`config.mk`:
```
export PLATFORM = sky130hd
export DESIGN_NAME = streaming_top_k_selector_flat
export DESIGN_NICKNAME = d
export VERILOG_FILES = /design/src/rtl/stks_pkg.sv /design/src/rtl/stks_stream_if.sv /design/src/rtl/stks_datapath.sv /design/src/rtl/stks_ctrl.sv /design/src/rtl/streaming_top_k_selector.sv /design/src/flat_wrapper.sv
export SDC_FILE = /design/constraint.sdc
export NUM_CORES = 1
export LEC_CHECK = 0
export BUFFER_PORTS_ARGS = -buffer_cell sky130_fd_sc_hd__buf_2
export CORE_MARGIN = 2
export CORE_UTILIZATION = 59
export CTS_CLUSTER_DIAMETER = 200
export CTS_CLUSTER_SIZE = 12
export DETAILED_ROUTE_END_ITERATION = 8
export GPL_TIMING_DRIVEN = 0
export PLACE_DENSITY = 0.77
export SLEW_MARGIN = 0
export SYNTH_ARGS = -nofsm -noshare
export SYNTH_HDL_FRONTEND = slang
export SYNTH_SLANG_ARGS = --single-unit
```
`constraint.sdc`:
```
create_clock -name clk -period 12.5 [get_ports clk]
set_input_delay 2.5 -clock clk [delete_from_list [all_inputs] [get_ports clk]]
set_output_delay 2.5 -clock clk [all_outputs]
set_load 0.01 [all_outputs]
```
`src/rtl/stks_pkg.sv`:
```
// ----------------------------------------------------------------------------
// stks_pkg
// shared constants, types and helpers of the streaming top-k selector
// ----------------------------------------------------------------------------
package stks_pkg;

    localparam int MAX_KEEP      = 16;
    localparam int TOKEN_BITS    = 20;

    localparam int SCORE_W       = 16;
    localparam int TOKEN_FIELD_W = 20;
    // stored token bits: never more than the field carries
    localparam int TOKEN_W       = (TOKEN_BITS < TOKEN_FIELD_W) ? TOKEN_BITS : TOKEN_FIELD_W;
    localparam int CNT_W         = $clog2(MAX_KEEP + 1);
    localparam int KEEP_W        = 5;

    localparam int ADDR_W        = 3;
    localparam int PDATA_W       = 32;

    // register index, taken from paddr[ADDR_W-1]
    localparam logic REG_KEEP_COUNT = 1'b0;

    localparam logic [KEEP_W-1:0] KEEP_RESET = 5'd16;

    typedef logic [SCORE_W-1:0]       score_t;
    typedef logic [TOKEN_W-1:0]       token_t;
    typedef logic [TOKEN_FIELD_W-1:0] token_field_t;
    typedef logic [CNT_W-1:0]         count_t;
    typedef logic [KEEP_W-1:0]        keep_t;

    typedef struct packed {
        logic insert;
        logic pop;
    } dp_cmd_t;

    typedef struct packed {
        logic last;
    } dp_status_t;

    function automatic token_field_t widen_token(token_t t);
        token_field_t r;
        r = '0;
        r[TOKEN_W-1:0] = t;
        return r;
    endfunction

endpackage

```
`src/rtl/stks_stream_if.sv`:
```
// ----------------------------------------------------------------------------
// stks stream interfaces
// valid/ready channels for scored items and ranked results
// ----------------------------------------------------------------------------
interface stks_item_if;
    logic                           valid;
    logic                           ready;
    logic [stks_pkg::SCORE_W-1:0]       score;
    logic [stks_pkg::TOKEN_FIELD_W-1:0] token_index;
    logic                           end_of_set;

    modport source (output valid, output score, output token_index, output end_of_set,
                    input ready);
    modport sink   (input valid, input score, input token_index, input end_of_set,
                    output ready);
endinterface

interface stks_rank_if;
    logic                           valid;
    logic                           ready;
    logic [stks_pkg::TOKEN_FIELD_W-1:0] ranked_token;
    logic [stks_pkg::SCORE_W-1:0]       ranked_score;
    logic                           last_ranked;

    modport source (output valid, output ranked_token, output ranked_score,
                    output last_ranked, input ready);
    modport sink   (input valid, input ranked_token, input ranked_score,
                    input last_ranked, output ready);
endinterface

```
`src/rtl/stks_datapath.sv`:
```
// ----------------------------------------------------------------------------
// stks_datapath
// sorted entry store: parallel compare and shift insert, shift-out on pop
// ----------------------------------------------------------------------------
module stks_datapath
(
    input  logic                           clk,
    input  logic                           rst_n,
    input  stks_pkg::dp_cmd_t              cmd,
    output stks_pkg::dp_status_t           status,
    input  logic [stks_pkg::KEEP_W-1:0]    keep_count,
    input  logic [stks_pkg::SCORE_W-1:0]   in_score,
    input  logic [stks_pkg::TOKEN_W-1:0]   in_token,
    output logic [stks_pkg::SCORE_W-1:0]   top_score,
    output logic [stks_pkg::TOKEN_W-1:0]   top_token
);
    import stks_pkg::*;

    score_t score_reg [MAX_KEEP];
    token_t token_reg [MAX_KEEP];
    score_t score_next [MAX_KEEP];
    token_t token_next [MAX_KEEP];
    count_t count_reg;
    count_t count_next;

    count_t              eff_keep;
    logic [MAX_KEEP-1:0] held;
    logic [MAX_KEEP-1:0] ge;
    logic [MAX_KEEP-1:0] above_ge;
    logic                room;
    logic                beaten;
    logic                take;

    always_comb
    begin
        if (keep_count == '0)
        begin
            eff_keep = count_t'(1);
        end
        else if (int'(keep_count) > MAX_KEEP)
        begin
            eff_keep = count_t'(MAX_KEEP);
        end
        else
        begin
            eff_keep = count_t'(keep_count);
        end
    end

    always_comb
    begin
        for (int i = 0; i < MAX_KEEP; i++)
        begin
            held[i] = int'(count_reg) > i;
            ge[i]   = held[i] && (score_reg[i] >= in_score);
        end
        above_ge[0] = 1'b1;
        for (int i = 1; i < MAX_KEEP; i++)
        begin
            above_ge[i] = ge[i-1];
        end
        // new score beats at least one held entry; with no room the lowest one is evicted
        beaten = |(held & ~ge);
        room   = (count_reg < eff_keep) && (int'(count_reg) < MAX_KEEP);
        take   = cmd.insert && (room || beaten);
    end

    always_comb
    begin
        count_next = count_reg;
        for (int i = 0; i < MAX_KEEP; i++)
        begin
            score_next[i] = score_reg[i];
            token_next[i] = token_reg[i];
        end
        if (take)
        begin
            if (room)
            begin
                count_next = count_reg + count_t'(1);
            end
            for (int i = 0; i < MAX_KEEP; i++)
            begin
                if (!ge[i] && above_ge[i])
                begin
                    score_next[i] = in_score;
                    token_next[i] = in_token;
                end
            end
            for (int i = 1; i < MAX_KEEP; i++)
            begin
                if (!ge[i] && !above_ge[i])
                begin
                    score_next[i] = score_reg[i-1];
                    token_next[i] = token_reg[i-1];
                end
            end
        end
        else if (cmd.pop)
        begin
            count_next = count_reg - count_t'(1);
            for (int i = 0; i < MAX_KEEP - 1; i++)
            begin
                score_next[i] = score_reg[i+1];
                token_next[i] = token_reg[i+1];
            end
        end
    end

    always_ff @(posedge clk or negedge rst_n)
    begin
        if (!rst_n)
        begin
            count_reg <= '0;
        end
        else
        begin
            count_reg <= count_next;
        end
    end

    always_ff @(posedge clk)
    begin
        for (int i = 0; i < MAX_KEEP; i++)
        begin
            score_reg[i] <= score_next[i];
            token_reg[i] <= token_next[i];
        end
    end

    assign top_score   = score_reg[0];
    assign top_token   = token_reg[0];
    assign status.last = (count_reg == count_t'(1));

endmodule

```
`src/rtl/stks_ctrl.sv`:
```
// ----------------------------------------------------------------------------
// stks_ctrl
// collect / emit sequencer of the top-k selector
// ----------------------------------------------------------------------------
module stks_ctrl
(
    input  logic                 clk,
    input  logic                 rst_n,
    input  logic                 in_valid,
    input  logic                 in_eos,
    output logic                 in_ready,
    output logic                 out_valid,
    input  logic                 out_ready,
    output stks_pkg::dp_cmd_t    cmd,
    input  stks_pkg::dp_status_t status
);
    import stks_pkg::*;

    localparam logic S_COLLECT = 1'b0;
    localparam logic S_EMIT    = 1'b1;

    logic state_reg;
    logic state_next;

    always_comb
    begin
        state_next = state_reg;
        in_ready   = 1'b0;
        out_valid  = 1'b0;
        cmd        = '0;
        unique case (state_reg)
            S_COLLECT:
            begin
                in_ready   = 1'b1;
                cmd.insert = in_valid;
                if (in_valid && in_eos)
                begin
                    state_next = S_EMIT;
                end
            end
            S_EMIT:
            begin
                out_valid = 1'b1;
                cmd.pop   = out_ready;
                if (out_ready && status.last)
                begin
                    state_next = S_COLLECT;
                end
            end
            default:
            begin
                state_next = S_COLLECT;
            end
        endcase
    end

    always_ff @(posedge clk or negedge rst_n)
    begin
        if (!rst_n)
        begin
            state_reg <= S_COLLECT;
        end
        else
        begin
            state_reg <= state_next;
        end
    end

endmodule

```
`src/rtl/streaming_top_k_selector.sv`:
```
// ----------------------------------------------------------------------------
// streaming_top_k_selector
// keeps the highest-scoring items of a set and emits them ranked on end of set
// ----------------------------------------------------------------------------
// channel   dir   handshake      payload
// items     in    valid/ready    score, token_index, end_of_set
// ranking   out   valid/ready    ranked_token, ranked_score, last_ranked
// apb       in    psel/penable   keep_count at byte address 0
//
// items without end_of_set are accepted back to back
// after an end_of_set item the n entries held (n >= 1) leave in rank order,
// one per ranking transaction; items are held off until the last one leaves
// the results come from the shift-out of the sorted entry registers
// reset empties the store and sets keep_count to 16
// ----------------------------------------------------------------------------
module streaming_top_k_selector
(
    input  logic                          clk,
    input  logic                          rst_n,
    stks_item_if.sink                     items,
    stks_rank_if.source                   ranking,
    input  logic                          psel,
    input  logic                          penable,
    input  logic                          pwrite,
    input  logic [stks_pkg::ADDR_W-1:0]   paddr,
    input  logic [stks_pkg::PDATA_W-1:0]  pwdata,
    output logic [stks_pkg::PDATA_W-1:0]  prdata,
    output logic                          pready
);
    import stks_pkg::*;

    keep_t      keep_count_reg;
    dp_cmd_t    cmd;
    dp_status_t status;
    score_t     top_score;
    token_t     top_token;
    logic       keep_hit;

    assign keep_hit = (paddr[ADDR_W-1] == REG_KEEP_COUNT);
    assign pready   = 1'b1;

    always_ff @(posedge clk or negedge rst_n)
    begin
        if (!rst_n)
        begin
            keep_count_reg <= KEEP_RESET;
        end
        else if (psel && penable && pwrite && keep_hit)
        begin
            keep_count_reg <= pwdata[KEEP_W-1:0];
        end
    end

    always_comb
    begin
        prdata = '0;
        if (keep_hit)
        begin
            prdata[KEEP_W-1:0] = keep_count_reg;
        end
    end

    stks_ctrl u_ctrl
    (
        .clk       (clk),
        .rst_n     (rst_n),
        .in_valid  (items.valid),
        .in_eos    (items.end_of_set),
        .in_ready  (items.ready),
        .out_valid (ranking.valid),
        .out_ready (ranking.ready),
        .cmd       (cmd),
        .status    (status)
    );

    stks_datapath u_datapath
    (
        .clk        (clk),
        .rst_n      (rst_n),
        .cmd        (cmd),
        .status     (status),
        .keep_count (keep_count_reg),
        .in_score   (items.score),
        .in_token   (items.token_index[TOKEN_W-1:0]),
        .top_score  (top_score),
        .top_token  (top_token)
    );

    assign ranking.ranked_score = top_score;
    assign ranking.ranked_token = widen_token(top_token);
    assign ranking.last_ranked  = status.last;

endmodule

```
`src/flat_wrapper.sv`:
```
// flat-port wrapper written by rule: the top's interface ports become plain ports
module streaming_top_k_selector_flat import stks_pkg::*;
  (clk, rst_n, psel, penable, pwrite, paddr, pwdata, prdata, pready, items_valid, items_score, items_token_index, items_end_of_set, items_ready, ranking_valid, ranking_ranked_token, ranking_ranked_score, ranking_last_ranked, ranking_ready);
  stks_item_if items_i ();
  stks_rank_if ranking_i ();
  input  logic clk;
  input  logic rst_n;
  input  logic psel;
  input  logic penable;
  input  logic pwrite;
  input  logic [stks_pkg::ADDR_W-1:0] paddr;
  input  logic [stks_pkg::PDATA_W-1:0] pwdata;
  output logic [stks_pkg::PDATA_W-1:0] prdata;
  output logic pready;
  input wire logic [$bits(items_i.valid)-1:0] items_valid;
  input wire logic [$bits(items_i.score)-1:0] items_score;
  input wire logic [$bits(items_i.token_index)-1:0] items_token_index;
  input wire logic [$bits(items_i.end_of_set)-1:0] items_end_of_set;
  output wire logic [$bits(items_i.ready)-1:0] items_ready;
  output wire logic [$bits(ranking_i.valid)-1:0] ranking_valid;
  output wire logic [$bits(ranking_i.ranked_token)-1:0] ranking_ranked_token;
  output wire logic [$bits(ranking_i.ranked_score)-1:0] ranking_ranked_score;
  output wire logic [$bits(ranking_i.last_ranked)-1:0] ranking_last_ranked;
  input wire logic [$bits(ranking_i.ready)-1:0] ranking_ready;
  assign items_i.valid = items_valid;
  assign items_i.score = items_score;
  assign items_i.token_index = items_token_index;
  assign items_i.end_of_set = items_end_of_set;
  assign items_ready = items_i.ready;
  assign ranking_valid = ranking_i.valid;
  assign ranking_ranked_token = ranking_i.ranked_token;
  assign ranking_ranked_score = ranking_i.ranked_score;
  assign ranking_last_ranked = ranking_i.last_ranked;
  assign ranking_i.ready = ranking_ready;
  streaming_top_k_selector u_core (.clk(clk), .rst_n(rst_n), .items(items_i), .ranking(ranking_i), .psel(psel), .penable(penable), .pwrite(pwrite), .paddr(paddr), .pwdata(pwdata), .prdata(prdata), .pready(pready));
endmodule
```
# Yosys cells after proc, flatten, opt, wreduce, memory -nomap -nowiden
# Memories as Yosys holds them, arrays and structs flattened.
# Cells that the tools add are included.
# totals
reg_bits	11
ram_bits	576
input_bits	79
wordCells	203
memories	2
# mem_list
name	words	word_bits	read_ports	rd_clocked_by_memory_dff	write_ports	line_no	source
u_core.u_datapath.token_reg	16	20	16	0	16	stks_datapath.sv:20	token_t token_reg [MAX_KEEP];
u_core.u_datapath.score_reg	16	16	16	0	16	stks_datapath.sv:19	score_t score_reg [MAX_KEEP];
# op_classes
add_sub_neg	2
order_cmp	35
n_eq_ne	2
n_mux	81
bitwise	4
n_reduce_logical	74
# ops
op	count
$mux W20	32
$mux W300	2
$mux W16	32
$mux W240	2
$ge A16 B16 Y1	16
$logic_and A1 B1 Y1	53
$gt A5 B4 Y1 const B	8
$mux W5	6
$gt A5 B3 Y1 const B	4
$and A16 B16 Y16	1
$logic_not A1 Y1	16
$not A16 Y16	1
$reduce_or A16 Y1	1
$gt A5 B1 Y1 const B	2
$gt A5 B2 Y1 const B	2
$mux W1	6
$add A5 B1 Y5 const B	1
$eq A5 B1 Y1 const B	1
$gt A5 B5 Y1 const B	1
$logic_not A5 Y1	1
$lt A5 B5 Y1	1
$lt A5 B5 Y1 const B	1
$sub A5 B1 Y5 const B	1
$ne A2 B2 Y1 const B	1
other kinds (5)	6

# Longest topological paths before layout
# An unclocked memory read counts as a cell.
# logic_depth
word_depth	10
ltp_mapped	15
mapped_depth_nobuf	12

# Cells and area by module
# From an unflattened synthesis, not the netlist that was laid out.
# hier_totals
hier_cells	2813
hier_area_um2	40025.9
# modules_own_cells
mod	n_inst	cells_per_inst	area_per_inst_um2	seq_area_each_um2
stks_datapath	1	2761	39501.6	17421.7
streaming_top_k_selector	1	46	467.9	126.4
stks_ctrl	1	6	56.3	25.0

# Least setup slack after synthesis
# OpenSTA, ideal clock, no wires.
# synth_timing
path_type	input to register
from	in items_score[11]
to	mem u_core.u_datapath.score_reg[0][0] in the netlist's numbering, enable pin
setup_time_ns	0.479
arrival_time_ns	7.471
t_required_ns	12.021
setup_slack_ns	4.549
cell_stages	13
n_path_buf	2
cell_sequence	clkbuf_1 inv_1 ha_1 a21oi_1 o21ai_0 a2111oi_0 o21ai_0 a311oi_1 a2111oi_2 nand2_1 o21ai_2 buf_2 o21ai_0
# synth_lines
item	line_no	source
from (decl)	flat_wrapper.sv:16	input wire logic [$bits(items_i.score)-1:0] items_score;
to (decl)	stks_datapath.sv:19	

==> impl_metrics.json <==
{
  "run_status": "complete, no violations",
  "vdd_drop_max_mv": 0.133,
  "dpl_worst_slack_ns": 3.84,
  "synth_area_um2": 39200,
  "synth-seq-cells": 587,
  "synthAdderAreaFrac_pct": 8.46,
  "comb_power_share_pct": 34.3,
  "post_cts_resized": 0,
  "utilization_pct": 64.8,
  "grt_pass1_vias": 24074,
  "numCtsBuffers": 54,
  "initial_core_util_pct": 59.6,
  "gr-total-overflow": 0,
  "die_area_um2": 68500,
  "maxCapViolations": 0,
  "tightest_slew_ns": 0.946,
  "r2r_setup_slack_ns": 7.45,
  "wire_per_inst_um": 24.2,
  "synth_seq_area_share_pct": 44.9,
  "synth_top_area_share_pct": 44.2,
  "p_sw_mw": 2.00,
  "drt-total-wl_um": 91800,
  "synth-main-ff-cell": "edfxtp_1",
  "drive_gt1_share_pct": 45.8,
  "slew_viol_final": 0,
  "die_h_um": 262,
  "finalSetupViolCount": 0,
  "ys_types": 66,
  "viasPerCell": 6.14,
  "io_pins": 151,
  "worstSetupStartpointType": "primary input",
  "cts_buffer_depth": 3,
  "synth_top_family_by_area": "multiplexers",
  "drt_iter0_drc": 1591,
  "post_cts_buffers": 0,
  "grt_pass1_wl_um": 140000,
  "final_nets": 3255,
  "syn_avg_cell_area_um2": 14.4,
  "period_needed_ns": 7.79,
  "p_leak_nw": 16.6,
  "power_density_nw_per_um2": 151,
  "swShare_pct": 31.0,
  "slew_headroom_pct": 36.9,
  "finalPower_mw": 6.43,
  "core_area_um2": 65700,
  "antenna_found_initial": 1,
  "worstSetupPathType": "primary input to register",
  "clk_latency_ns": 0.64,
  "htreeDepth": 2,
  "fin_tns_setup_ns": 0,
  "num_vias": 23309,
  "cpPeakStageDelay_ns": 0.81,
  "dp_hpwl_um": 72800,
  "cts_hold_buf": 0,
  "r2r_cells": 14,
  "arrival_ns": 8.04,
  "ant_nets": 0,
  "min_path_type": "register to register",
  "syn_inst": 2727,
  "dieWidth_um": 262,
  "largest_reg_flops": 320,
  "min_period_over_period_pct": 62.4,
  "synth-edff-count": 576,
  "rsz0062_at_grt": "no",
  "cts_tree": "yes",
  "min_path_cells": 1,
  "internal-power_mw": 4.43,
  "postSynth.asyncResetShare_pct": 1.87,
  "fp-row-count": 94,
  "required_ns": 12.75,
  "synthMuxAreaShare_pct": 34.5,
  "fin_area_um2": 42600,
  "worst_slack_ns": 4.71,
  "cpMaxStageDelayCell": "and2_2",
  "cp-end-kind": "register",
  "synthSimpleGateAreaFrac_pct": 3.21,
  "skew_ns": 0.0243,
  "yosys_warnings": 0,
  "hold_violations": 0,
  "grt_max_degree": 37,
  "synthXorXnorAreaFrac_pct": 0.0671,
  "drc": 0,
  "area_growth_pct": 8.72,
  "grtUsageTotal_pct": 26.5,
  "clk_pin_slew_ns": 0.06,
  "clockRootBuffer": "clkbuf_16",
  "pwr-share-clk_pct": 23.8,
  "placed_area_um2": 41100,
  "cts_num_sinks": 587,
  "place.gp.congestion": 0.893,
  "path_cells": "buf_2 > clkbuf_1 > inv_1 > ha_1 > a21oi_1 > o21ai_0 > a2111oi_0 > o21ai_0 > a311oi_1 > a2111oi_2 > nand2_1 > o21a_1 > buf_6 > buf_6 > buf_2 > and2_2",
  "fmax_mhz": 128,
  "yosysTopAreaCell": "edfxtp_1",
  "crit_fanout": 36,
  "p_seq_share_pct": 41.9,
  "port_buffers": 93,
  "synth_area_leaders": "edfxtp_1 44%, mux2_4 17%, mux2_2 17%, ha_1 8.5%, buf_6 1.4%",
  "drtPass1Iterations": 5,
  "synth_compound_gate_area_share_pct": 4.73
}
-- cell families (layout without fill, tap and decap cells) --
group | count (synthesis) | in the layout
muxes | 1054 | 1054
DFF | 587 | 587
AOI/OAI and AO/OA | 303 | 303
adders and majority gates | 265 | 265
buffers and inverters | 263 | 441
and+or+nand+nor | 250 | 250
xor gates and xnor gates | 3 | 3
other | 2 | 29
-- cell usage in the layout (no fill, tap or decap), types with 12 or more instances in the layout --
| master | n |
|---|---|
| nand3_1 | 12 |
| clkbuf_1 | 102 |
| edfxtp_1 | 576 |
| nand2_1 | 88 |
| nor2b_1 | 12 |
| a21o_1 | 23 |
| o21ai_0 | 83 |
| mux2_4 | 444 |
| nand2b_1 | 22 |
| buf_2 | 112 |
| inv_1 | 44 |
| buf_4 | 65 |
| a211oi_1 | 17 |
| conb_1 | 28 |
| ha_1 | 265 |
| nor3_1 | 14 |
| mux2_2 | 582 |
| clkbuf_16 | 54 |
| mux2i_1 | 27 |
| nand4_1 | 31 |
| nor2_1 | 36 |
| a21oi_1 | 96 |
| buf_6 | 50 |
-- worst max-delay path, delay by kind of cell --
kind                       cells  cell delay (ns)
adders and majority gates      1             0.53
and+or+nand+nor                2             0.97
buffers and inverters          6             2.11
AOI/OAI and AO/OA              7             1.85
-- stage by stage --
step,hold slack (ns),std cells
6_report,0.547,3796
4_1_cts,0.540,3795
3_5_place_dp,0.537,3719
5_1_grt,0.554,3796
2_1_floorplan,0.489,2753
3_3_place_gp,0.527,3710
-- power groups by stage --
stage                     Clock, mW  Sequential (mW)  Combinational [mW]
after floorplan                   0             2.65                1.68
after global placement            0             2.72                2.08
after detailed placement          0             2.73                2.18
final                          1.53             2.69                2.21
after global routing           1.62             2.72                2.37
after CTS                      1.56             2.69                2.19
-- layout make-up --
cell class                      count  area [µm²]
Antenna cell                        1        2.50
Clock inverter                      3        58.8
Multi-Input combinational cell   1903       20200
Clock buffer                       73        1420
Buffer                            219        1480
Timing Repair Buffer              102         653
Fill cell                        4757       23200
Tap cell                          864        1080
Inverter                           44         165
Sequential cell                   587       17600
-- final timing paths --
path,start,to
max,items_score[11],u_core.u_datapath.token_reg[1][147]
min,u_core.u_datapath.token_reg[1][152],u_core.u_datapath.token_reg[1][132]
max reg2reg,u_core.u_datapath.score_reg[0][16],u_core.u_datapath.token_reg[1][147]
min reg2reg,u_core.u_datapath.token_reg[1][152],u_core.u_datapath.token_reg[1][132]
max in group asynchronous,rst_n,u_core.keep_count_reg[4]
min in group asynchronous,rst_n,u_core.keep_count_reg[2]
-- Yosys cell counts (4+ instances only) --
cell	instances
nor3_1	14
buf_2	19
o21ai_0	91
o211ai_1	6
nor2b_1	12
edfxtp_1	576
a2111oi_0	4
buf_6	50
ha_1	265
a31oi_1	8
a211oi_1	17
buf_4	65
and4_1	8
a21o_1	29
o21a_1	11
clkbuf_1	83
mux2i_1	27
nand2_1	88
or3_1	4
dfrtp_1	10
mux2_2	582
a211o_1	4
nand4_1	31
nand2b_1	22
o21bai_1	4
nand3_1	12
a2111o_1	5
nor2_1	36
and2_1	6
a21oi_1	96
inv_1	44
mux2_4	444
-- layer usage --
| layer | GRT usage (%) | up-vias | part of all wire, % |
|---|---|---|---|
| li1 | - | 10834 | - |
| met1 | 38.5 | 11723 | 47 |
| met2 | 41.8 | 624 | 45 |
| met3 | 3.53 | 128 | 5.0 |
| met4 | 6.98 | 0 | 2.4 |
| met5 | 0 | - | 0 |
No activity file was read; power rests on OpenSTA's default activity.
